==> config.mk <==
export PLATFORM = sky130hd
export DESIGN_NAME = mip_ram
export DESIGN_NICKNAME = d
export VERILOG_FILES = /design/src/mip_ram.sv
export SDC_FILE = /design/constraint.sdc
export NUM_CORES = 2
export LEC_CHECK = 0
export BUFFER_PORTS_ARGS = -buffer_cell sky130_fd_sc_hd__buf_2
export CAP_MARGIN = 10
export CORE_MARGIN = 5
export CORE_UTILIZATION = 45
export DETAILED_ROUTE_END_ITERATION = 10
export MAX_ROUTING_LAYER = met4
export PLACE_DENSITY_LB_ADDON = 0.1
export SLEW_MARGIN = 20
export SYNTH_ARGS = -nofsm -noshare
export SYNTH_HDL_FRONTEND = slang
export SYNTH_SLANG_ARGS = --single-unit
==> constraint.sdc <==
create_clock -name clk -period 2.5 [get_ports clk]
set_input_delay 0.125 -clock clk [delete_from_list [all_inputs] [get_ports clk]]
set_output_delay 0.125 -clock clk [all_outputs]
set_load 0.01 [all_outputs]
==> src/mip_ram.sv <==
// Generic single-clock RAM: one write port, one read port, registered read.
// Depends on nothing.
module mip_ram #(
    parameter int WIDTH = 8,
    parameter int DEPTH = 256
) (
    input  logic                     clk,
    input  logic                     we,
    input  logic [$clog2(DEPTH)-1:0] waddr,
    input  logic [WIDTH-1:0]         wdata,
    input  logic                     re,
    input  logic [$clog2(DEPTH)-1:0] raddr,
    output logic [WIDTH-1:0]         rdata
);

    logic [WIDTH-1:0] mem [DEPTH];

    always_ff @(posedge clk)
    begin
        if (we)
        begin
            mem[waddr] <= wdata;
        end
        if (re)
        begin
            rdata <= mem[raddr];
        end
    end

endmodule

== Word-level counts from Yosys, hierarchy flattened ==
Memories as Yosys holds them, arrays and structs flattened. A register that Yosys moved wholly into a read port is not among the register bits.
Cells that the tools add are included.

* Output and inout port bits: 8
* Register bits: 0
* Memory bits (writable): 2048
* Memories kept: 1

* Muxes and demuxes: 2

{| class="wikitable"
|+ Memories
! memory !! depth !! width !! rd ports !! clocked after memory_dff !! write ports !! line !! source
|-
| mem || 256 || 8 || 1 || 1 || 1 || 16 || <nowiki>logic [WIDTH-1:0] mem [DEPTH];</nowiki>
|}

{| class="wikitable"
|+ Operators with widths
! kind !! number
|-
| $mux 1 || 2
|}

== Depth between registers and ports, before layout ==
* Word-level depth: 2
* Depth in mapped cells: 11
* Gate-level depth less buffers: 6

== Least setup slack after synthesis ==
OpenSTA, ideal clock, no wires.

* Kind: input -> register
* From: in raddr[0]
* To: reg rdata[2], read port of mem (data pin)
* Slack: 0.299 ns
* Arrival time: 1.932 ns
* Cell stages on the path: 9
* Library setup time: 0.269 ns
* Path buffers: 4
* Path through: buf_6 -> buf_12 -> buf_8 -> buf_2 -> mux4_2 -> a22oi_1 -> a21oi_1 -> nor4_1 -> nor4_2

{| class="wikitable"
|+ RTL lines
! item !! line !! source
|-
| from (decl) || 12 || <nowiki>input logic [$clog2(DEPTH)-1:0] raddr,</nowiki>
|-
| to (decl) || 13 || <nowiki>output logic [WIDTH-1:0] rdata</nowiki>
|}

==> flow_summary.yaml <==
clock_network:
  h-tree-depth: 4
  cts_inserted_buffers: 209
  cts-root-buf: "sky130_fd_sc_hd__clkbuf_16"
  clock_sinks: 2056
  clk_pin_slew_ns: 0.06
  worstSkewPairLatency_ns: 0.83
  cts_tree: "yes"
  clk_path_buf_depth: 3
floorplanning:
  initial_utilization_pct: 45.2
  floorplan.core_area_um2: 176000
  chipHeight_um: 431
  std_cell_rows: 154
  num_io_pins: 35
  die_width_um: 431
  die-area_um2: 185000
sta:
  final.setup_skew_ns: 0.0288
  hold_viol: 0
  slew_headroom_pct: 44.2
  fin_hold_ws_ns: 0.140
  setup_viol: 0
  fin_tns_setup_ns: 0
  final_critical_path_setup_slack_ns: 0.0345
  min_period_over_period_pct: 98.6
  rsz0062_at_grt: "no"
  worst_pin_slew_ns: 0.835
  finalMaxSlewViolations: 0
  final.min_clock_period_ns: 2.47
  fmax_mhz: 406
logic_synthesis:
  syn_area_um2: 79600
  synth.area.top_cells: "sky130_fd_sc_hd__edfxtp_1 (78%), sky130_fd_sc_hd__mux4_2 (13%), sky130_fd_sc_hd__mux2i_1 (1.7%)"
  post_synth.cell_area_avg_um2: 21.3
  post_synthesis_sequential_element_count: 2056
  synth_cell_types: 54
  synth_ff_type: "sky130_fd_sc_hd__edfxtp_1"
  netlist_instances: 3733
  synth_largest_type_area_fraction_pct: 77.5
  synth.yosys.seq_area_share_pct: 77.5
  synth_enable_flop_cells: 2056
  syn-num-nets: 3760
  asyncSetResetFlopFracSynth_pct: 0
  count_of_yosys_warnings_during_synthesis: 0
  synth_largest_area_cell: "sky130_fd_sc_hd__edfxtp_1"
run_status:
  status: "complete, no violations"
setup_path:
  critical_path_arrival_ns: 3.06
  top_fanout_value_on_the_critical_path: 1
  timing.critical_path.to_type: "register"
  reg2reg_depth: 8
  r2r_end: "rdata[6]"
  cp_data_required_time_ns: 3.09
  cp-start-kind: "register"
  timing_worst_setup_path_type: "register to register"
  regToRegSetupSlack_ns: 0.03
  crit-reg2reg-launch: "mem[83][6]"
final_layout:
  drive_above_1_share_pct: 32.9
  syn_to_final_growth_pct: 18.8
  nets: 4507
  layout.cells.non_filler: 6994
  layout_common_cells: "sky130_fd_sc_hd__edfxtp_1 (2056), sky130_fd_sc_hd__buf_4 (640), sky130_fd_sc_hd__mux4_2 (454)"
  layout.filler_cells: 13800
  layout.cells.most_common: "sky130_fd_sc_hd__edfxtp_1"
power_and_ir_drop:
  finalPower_mw: 71.8
  power.ir.vdd_worst_mv: 0.725
  power.density_nw_per_um2: 759
  leakage_nw: 30.7
route:
  drt.antenna.violating_nets: 0
  vias_per_cell: 5.80
  detailroute.via_count: 40600
  drt_iter0_drc: 4179
  drt-pass1-iter-count: 5
  wl_per_cell_um: 30.5
  drc: 0
  routed_wl_um: 213000
grt:
  globalRoute.totalOverflow: 0
  antenna_found_initial: 14
  grt_max_degree: 103
  grt_first_pass_wirelength_um: 308000
  gr-usage-all-layers_pct: 23.8
  first_global_vias: 41400
run:
  timing.max_cap.violations: 0
worst_hold_path:
  worst_hold_path_type: "input pin to register"
  worstHoldEndpoint: "mem[217][4]"
  min_from: "we"
  hold_path_depth: 4
placement:
  gp_congestion: 0.811
  pre_cts_slack_ns: -0.951
  hpwlAfterDp_um: 140000
  port_buffers: 34
  placed_cells_incl_taps: 6591
## where the power goes
group / total [mW] / switching, mW / internal, mW / leakage (nW)
combinational: 4.14 / 2.47 / 1.67 / 9.04
clock: 29.7 / 12.9 / 16.7 / 3.16
sequential: 38.0 / 0.0296 / 38.0 / 18.5
total: 71.8 / 15.4 / 56.4 / 30.7
## Yosys cell counts (all sizes together) (6+ instances only)
master	number
nand2b	8
a22o	8
nor2	282
a21oi	96
nand4	10
nand3	34
a211oi	16
nor4	27
buf	122
o211ai	10
nand2	33
mux2i	134
mux4	456
and2	6
nor2b	31
clkbuf	111
nor3	22
o221ai	47
o22ai	28
a22oi	133
o21ai	12
a221oi	14
edfxtp	2056
## worst max path at each step
stage	start	to	cells past startpoint
5_1_grt	mem[87][1]	rdata[1]	6
4_1_cts	mem[67][4]	rdata[4]	6
6_report	mem[83][6]	rdata[6]	8
3_3_place_gp	raddr[0]	rdata[2]	9
2_1_floorplan	raddr[0]	rdata[2]	9
3_5_place_dp	raddr[0]	rdata[0]	11
## through the flow
step / util, % / instance area (µm²)
after floorplan: - / 79600
after global placement: 49.9 / 87900
after detailed placement: 49.9 / 87900
after CTS: 53.7 / 94600
after global routing: 53.7 / 94600
final: 53.7 / 94600
## area by class of cell
type,count,area [µm²],share of cell area [%]
Antenna cell,4,10.0,0.0106
Inverter,2,7.51,0.00793
Tap cell,2340,2930,3.09
Clock buffer,256,5470,5.78
Timing Repair Buffer,769,6830,7.22
Multi-Input combinational cell,1442,16700,17.6
Clock inverter,125,965,1.02
Sequential cell,2056,61700,65.3
## repair_timing
item / 4_1_cts / 5_1_grt
endpoints found under the setup margin: 7 / 5
hold endpoints to repair: 1368 / 0
resized for setup: 15 / 3
hold buffers: 18 / 0
setup buffers: 0 / 0
pin swaps: 3 / 4
## worst max-delay path, stage by stage (launching register included)
cell and delay, ns:
sky130_fd_sc_hd__edfxtp_1 0.35, sky130_fd_sc_hd__mux4_2 0.49, sky130_fd_sc_hd__a22o_1 0.27, sky130_fd_sc_hd__a221oi_2 0.18, sky130_fd_sc_hd__buf_4 0.19, sky130_fd_sc_hd__o32ai_2 0.09
sky130_fd_sc_hd__nor3_1 0.38, sky130_fd_sc_hd__buf_4 0.21, sky130_fd_sc_hd__nor4_2 0.04
## flip-flops by register name (all words and copies together) (netlist names)
name and cells:
mem 2048, rdata 8
## cell families after synthesis
logic type             share of synthesized area [%]
AO/OA/AOI/OAI                                   3.42
multiplexers                                    14.6
buffers and inverters                           1.83
flip-flops                                      77.5
AND/OR/NAND/NOR                                 2.63
## metal layers
metal / track usage (%) / routed length [µm]
met1: 33.2 / 90900
met2: 37.9 / 106000
met3: 3.43 / 12100
met4: 5.57 / 4870
met5: - / 0
Power figures use the tool's default switching activity.
