**config.mk**
```make
export PLATFORM = sky130hd
export DESIGN_NAME = mip_proj
export DESIGN_NICKNAME = d
export VERILOG_FILES = /design/src/mip_pkg.sv /design/src/mip_proj.sv
export SDC_FILE = /design/constraint.sdc
export NUM_CORES = 2
export LEC_CHECK = 0
export BUFFER_PORTS_ARGS = -buffer_cell sky130_fd_sc_hd__buf_2
export CAP_MARGIN = 20
export CORE_MARGIN = 1.5
export CORE_UTILIZATION = 55
export DETAILED_ROUTE_END_ITERATION = 6
export PLACE_DENSITY = 0.79
export RECOVER_POWER = 25
export SETUP_SLACK_MARGIN = 0.1
export SYNTH_ARGS = -nofsm -noshare
export SYNTH_HDL_FRONTEND = slang
export SYNTH_SLANG_ARGS = --single-unit
```
**constraint.sdc**
```tcl
create_clock -name clk -period 6.79 [get_ports clk]
set_input_delay 1.358 -clock clk [delete_from_list [all_inputs] [get_ports clk]]
set_output_delay 1.358 -clock clk [all_outputs]
set_load 0.02 [all_outputs]
```
**src/mip_pkg.sv**
```systemverilog
// Shared types and constants of the maximum intensity projection block.
// Depends on nothing; every other file except mip_ram uses it by scoped names.
package mip_pkg;

    localparam int VOL_DIM   = 256;
    localparam int IMG_SIZE  = 256;
    localparam int FRAC_BITS = 14;

    localparam int FIELD_W   = 8;
    localparam int COEF_W    = 16;
    localparam int OFF_W     = 32;
    localparam int DATA_W    = 32;
    localparam int IDX_W     = 3;
    localparam int PIX_W     = $clog2(IMG_SIZE);
    localparam int IMG_DEPTH = IMG_SIZE * IMG_SIZE;
    localparam int ADDR_W    = $clog2(IMG_DEPTH);
    localparam int PROD_W    = COEF_W + FIELD_W + 1;
    localparam int ACC_W     = OFF_W + 2;

    localparam logic signed [COEF_W-1:0] COEF_ONE = COEF_W'(1 << FRAC_BITS);

    localparam logic ACT_ACCUM = 1'b0;
    localparam logic ACT_READ  = 1'b1;

    typedef enum logic [IDX_W-1:0] {
        REG_COEF_UX  = 3'd0,
        REG_COEF_UY  = 3'd1,
        REG_COEF_UZ  = 3'd2,
        REG_COEF_VX  = 3'd3,
        REG_COEF_VY  = 3'd4,
        REG_COEF_VZ  = 3'd5,
        REG_U_OFFSET = 3'd6,
        REG_V_OFFSET = 3'd7
    } mip_reg_t;

    typedef struct packed {
        logic               action;
        logic [FIELD_W-1:0] vox_x;
        logic [FIELD_W-1:0] vox_y;
        logic [FIELD_W-1:0] vox_z;
        logic [FIELD_W-1:0] voxel_value;
        logic [FIELD_W-1:0] pix_row;
        logic [FIELD_W-1:0] pix_col;
    } mip_in_t;

    typedef struct packed {
        logic [FIELD_W-1:0] pixel_value;
        logic               off_image;
    } mip_out_t;

    typedef struct packed {
        logic signed [COEF_W-1:0] coef_ux;
        logic signed [COEF_W-1:0] coef_uy;
        logic signed [COEF_W-1:0] coef_uz;
        logic signed [COEF_W-1:0] coef_vx;
        logic signed [COEF_W-1:0] coef_vy;
        logic signed [COEF_W-1:0] coef_vz;
        logic signed [OFF_W-1:0]  u_offset;
        logic signed [OFF_W-1:0]  v_offset;
    } mip_cfg_t;

    typedef struct packed {
        logic             off;
        logic [PIX_W-1:0] row;
        logic [PIX_W-1:0] col;
    } mip_proj_t;

endpackage

```
**src/mip_proj.sv**
```systemverilog
// Voxel projection unit: six products in one stage, sums and pixel range check
// in the next. Depends on mip_pkg.
module mip_proj (
    input  logic                        clk,
    input  mip_pkg::mip_cfg_t           cfg,
    input  logic [mip_pkg::FIELD_W-1:0] vox_x,
    input  logic [mip_pkg::FIELD_W-1:0] vox_y,
    input  logic [mip_pkg::FIELD_W-1:0] vox_z,
    input  logic                        mul_en,
    input  logic                        sum_en,
    output mip_pkg::mip_proj_t          result
);

    localparam int PW = mip_pkg::PROD_W;
    localparam int AW = mip_pkg::ACC_W;
    localparam int FB = mip_pkg::FRAC_BITS;
    localparam int HW = AW - 1 - FB;

    logic signed [PW-1:0] pux_reg, puy_reg, puz_reg, pvx_reg, pvy_reg, pvz_reg;
    logic                 vol_off_reg;
    logic signed [mip_pkg::FIELD_W:0] sx, sy, sz;
    logic signed [AW-1:0] u_acc, v_acc;
    logic                 u_ok, v_ok;
    mip_pkg::mip_proj_t   result_reg;

    assign sx = $signed({1'b0, vox_x});
    assign sy = $signed({1'b0, vox_y});
    assign sz = $signed({1'b0, vox_z});

    always_ff @(posedge clk)
    begin
        if (mul_en)
        begin
            pux_reg     <= PW'(cfg.coef_ux * sx);
            puy_reg     <= PW'(cfg.coef_uy * sy);
            puz_reg     <= PW'(cfg.coef_uz * sz);
            pvx_reg     <= PW'(cfg.coef_vx * sx);
            pvy_reg     <= PW'(cfg.coef_vy * sy);
            pvz_reg     <= PW'(cfg.coef_vz * sz);
            vol_off_reg <= (32'(vox_x) >= mip_pkg::VOL_DIM) ||
                           (32'(vox_y) >= mip_pkg::VOL_DIM) ||
                           (32'(vox_z) >= mip_pkg::VOL_DIM);
        end
    end

    always_comb
    begin
        u_acc = AW'(pux_reg) + AW'(puy_reg) + AW'(puz_reg) + AW'(cfg.u_offset);
        v_acc = AW'(pvx_reg) + AW'(pvy_reg) + AW'(pvz_reg) + AW'(cfg.v_offset);
        u_ok  = !u_acc[AW-1] && (u_acc[AW-2:FB] < HW'(mip_pkg::IMG_SIZE));
        v_ok  = !v_acc[AW-1] && (v_acc[AW-2:FB] < HW'(mip_pkg::IMG_SIZE));
    end

    always_ff @(posedge clk)
    begin
        if (sum_en)
        begin
            result_reg.off <= vol_off_reg || !u_ok || !v_ok;
            result_reg.col <= u_acc[FB +: mip_pkg::PIX_W];
            result_reg.row <= v_acc[FB +: mip_pkg::PIX_W];
        end
    end

    assign result = result_reg;

endmodule
```
* Word-level counts from Yosys, hierarchy flattened
Index checks and enable logic that the tools add are counted.
Storage, ports and cells: bits in registers 167, input port bits 187, output and inout bits 17
Cells by class: $add $sub $neg 6, multipliers 6, $lt $le $gt $ge 2, reductions and logical operators 7
Operator list (number):
- 16-bit by 9-bit multiplier with 25-bit output | 6
- 27-bit by 32-bit adder with 33-bit output | 2
- 26-bit by 25-bit adder with 27-bit output | 2
- 25-bit by 25-bit adder with 26-bit output | 2
- 19-bit by 9-bit < comparator with 1-bit output, second input constant | 2
- 1-bit zero test | 4
- 1-bit logical AND | 2
- 1-bit logical OR | 1

* Depth between registers and ports, before layout
depth after elaboration 7, gate-level depth with buffers 22, depth with buffers taken out 21

* Least setup slack after synthesis
Ideal clock, no wire load.
kind in2reg, from in vox_z[0] (netlist name), to reg pvz_reg[24], data pin, data arrival time 5766 ps, setup slack 758 ps, stages on the path 19, cell sequence clkbuf_1 -> nand2_1 -> fa_1 -> inv_1 -> fa_1 -> inv_1 -> fa_1 -> fa_1 -> inv_1 -> ha_1 -> o21ai_0 -> nand2b_1 -> a21o_1 -> a31o_2 -> a211oi_1 -> nor3_1 -> o31ai_1 -> mux2i_1 -> nand4_1
Between the ends: longest elaborated chain between the ends 1
RTL lines:
- from (decl) | RTL line mip_proj.sv:8 | input logic [mip_pkg::FIELD_W-1:0] vox_z,
- 16-bit by 9-bit multiplier with 25-bit output | RTL line mip_proj.sv:39 | pvz_reg <= PW'(cfg.coef_vz * sz);
- to (signal assigned) | RTL line mip_proj.sv:39
- to (decl) | RTL line mip_proj.sv:19 | logic signed [PW-1:0] pux_reg, puy_reg, puz_reg, pvx_reg, pvy_reg, pvz_reg;
Every way passes these cells. A chain may end at the register's enable or synchronous reset.

* Worst setup path after layout
from in vox_y[0] (netlist name), to reg pvy_reg[23], data pin
Between the ends: longest elaborated chain between the ends 1
RTL lines:
- from (decl) | RTL line mip_proj.sv:7 | input logic [mip_pkg::FIELD_W-1:0] vox_y,
- 16-bit by 9-bit multiplier with 25-bit output | RTL line mip_proj.sv:38 | pvy_reg <= PW'(cfg.coef_vy * sy);
- to (signal assigned) | RTL line mip_proj.sv:38
- to (decl) | RTL line mip_proj.sv:19
Every way passes these cells.

==> out/metrics.yaml <==
status:
  outcome: "finished with violations"
  violations: "capacitance limit, slew limit"
yosys:
  synthesis.instances: 4136
  synth.distinct_cells: 69
  synth_flop_cell: "edfxtp_1"
  yosysWarnings: 0
  synth_top_cell_by_area: "fa_1"
  netlist_area_um2: 38600
  synth.yosys.seq_area_share_pct: 13.0
  avgSynthCellArea_um2: 9.32
  synth-async-reset-ratio_pct: 0
  syn-num-nets: 5421
  synth-seq-cells: 167
  synth_edf_count: 167
  synth_top_cell_area_share_pct: 38.3
  netlist_top_cells_area: "fa_1 (38%), edfxtp_1 (13%), ha_1 (12%)"
cells_and_area:
  drive_above_1_share_pct: 6.28
  instances_no_fill: 5245
  diodes: 0
  final_cell_mix: "inv_1 (1,149), fa_1 (738), and2_1 (481), ha_1 (360), nand2_1 (351)"
  final_common_cell: "inv_1"
  fin_util_pct: 59.7
  syn2layout_area_growth_pct: 6.79
  num-nets-final: 5586
  seq_area_um2: 5010
  multi_input_area_um2: 28900
  fill_cells: 5832
critical_path:
  critPathSlowestCell: "fa_1"
  endpoint_kind: "register"
  cp-start-kind: "input pin"
  cp_cell_sequence: "buf_2 > clkbuf_1 > nand2_1 > fa_1 > fa_1 > inv_1 > ha_1 > inv_1 > fa_1 > inv_1 > ha_1 > a21o_1 > a21o_1 > a21oi_1 > o21ai_1 > a41oi_1 > a21oi_1 > a311oi_2 > o2111ai_1 > a21oi_1 > xnor2_1"
  worstPathRequired_ps: 6990
  critical_path.top_delay_family: "adder cells"
  critPathMaxStageDelay_ps: 550
  critPathBufInv: 5
  crit_arrival_ps: 6390
  critPathKind: "in2reg"
  path_max_fanout: 10
cts:
  clockBufferDepth: 2
  cts_htree_levels: 4
  postCtsHoldBufs: 0
  post-cts-setup-buffer-count: 0
  cts_tree: "yes"
  cts_buffers: 17
  clock-sinks: 167
  cts.repair.resized: 0
  path_clk_slew_ps: 70
  worstSkewPairLatency_ps: 450
  cts_root_buffer: "clkbuf_16"
timing:
  rsz0062_at_grt: "false"
  fin_ws_ps: 605
  setup_viol: 0
  maxSlewHeadroom_pct: -185
  fmax_mhz: 162
  finClkSkew_ps: 10.8
  period_minus_slack_ps: 6190
  fin_tns_setup_ps: 0
  fin_crit_sh_pct: 91.1
  finalHoldViolCount: 0
  worst_pin_slew_ps: 4280
  drv_slew: 78
placement:
  gp_congestion: 0.945
  place_inst: 5213
  dp_hpwl_um: 76000
  detailedPlace.worstSlack_ps: 225
  port_buffers: 203
worst_hold_path:
  hold_class: "reg2reg"
floorplanning:
  die_x_um: 268
  start_util_pct: 55.9
  ios: 204
  rows: 96
  die-area_um2: 71700
  die_h_um: 268
  core-area_um2: 68900
run:
  drv_cap: 1
global_route:
  grt_max_degree: 78
  antenna_found_initial: 3
  grt_pass1_vias: 29000
  grtUsageTotal_pct: 26.1
  grt_pass1_wl_um: 147000
  gr-total-overflow: 0
route:
  drc: 0
  vias: 27500
  first_pass_iters: 6
  wl_per_cell_um: 16.9
  detail_route.vias_per_cell: 5.25
  ant_nets: 0
  first_iter_violations: 1523
  wirelength_um: 88600
==> metal layers <==
| metal | global-route usage, % | vias to the layer above | routed length, um |
|---|---|---|---|
| met5 | 0 | - | 26 |
| met4 | 6.92 | 4 | 2280 |
| met3 | 2.92 | 114 | 5400 |
| met2 | 44.9 | 787 | 43400 |
| met1 | 35.3 | 13900 | 37400 |
| li1 | - | 12800 | - |
==> worst reg2reg max path, cell delays in order, from the launching register on <==
cell       delay (ps)
edfxtp_1          630
inv_1             260
fa_1              510
fa_1              500
inv_1              70
ha_1              340
a21oi_1           330
o21ai_1           220
a211oi_2          300
nand4_1           220
nand2_1           140
xor2_1            170
o211ai_1          100
a2111oi_0         390
and4_1            270
o21ai_1            70
==> final cells by class <==
class,count,share of cell area (%)
Sequential cell,167,12.2
Inverter,1149,10.5
Tap cell,931,2.83
Timing Repair Buffer,224,2.86
Multi-Input combinational cell,2742,70.3
Clock buffer,18,1.04
Clock inverter,14,0.340
==> final timing paths <==
check	start	to	slack (ps)	depth (start not counted)
setup / recovery	vox_y[0]	pvy_reg[23]	600	21
hold / removal	puz_reg[14]	result[0]	1050	3
setup reg to reg	pvy_reg[24]	result[16]	2010	15
hold reg to reg	puz_reg[14]	result[0]	1050	3
==> cells by family (layout without fill, tap and decap cells) <==
family	count (synthesis)	in the layout	share of synthesized area [%]
AO/OA/AOI/OAI	353	353	6.11
XOR/XNOR	155	155	3.52
AND/OR/NAND/NOR	1132	1132	15.3
multiplexers	4	4	0.104
adder cells (fa/ha/maj)	1098	1098	50.0
buffers and inverters	1227	1405	12.0
flip-flops	167	167	13.0
==> Yosys cell counts, types with 8 or more instances <==
| cell type | n |
|---|---|
| a31oi_1 | 11 |
| o21a_1 | 16 |
| xnor2_1 | 114 |
| and2_1 | 482 |
| a21oi_1 | 112 |
| nor4_1 | 8 |
| o211ai_1 | 10 |
| nand2_1 | 351 |
| xor2_1 | 41 |
| clkbuf_1 | 77 |
| nor2b_1 | 30 |
| ha_1 | 360 |
| o21ai_1 | 8 |
| nand4_1 | 14 |
| o21ai_0 | 49 |
| nand2b_1 | 11 |
| edfxtp_1 | 167 |
| or3_1 | 18 |
| o21bai_1 | 14 |
| and3_1 | 18 |
| a211oi_1 | 9 |
| nand3_1 | 47 |
| fa_1 | 738 |
| inv_1 | 1149 |
| a21o_1 | 48 |
| nor3_1 | 40 |
| nor2_1 | 89 |
==> stage by stage <==
| step | cell area, um^2 | hold slack [ps] |
|---|---|---|
| 2_1_floorplan | 38600 | 892 |
| 3_3_place_gp | 40600 | 1030 |
| 3_5_place_dp | 40600 | 1050 |
| 4_1_cts | 41200 | 1060 |
| 5_1_grt | 41200 | 1070 |
| 6_report | 41200 | 1050 |
Power is not shown: default switching activity piles up to over one toggle a cycle in this logic, so the estimate is an artifact.
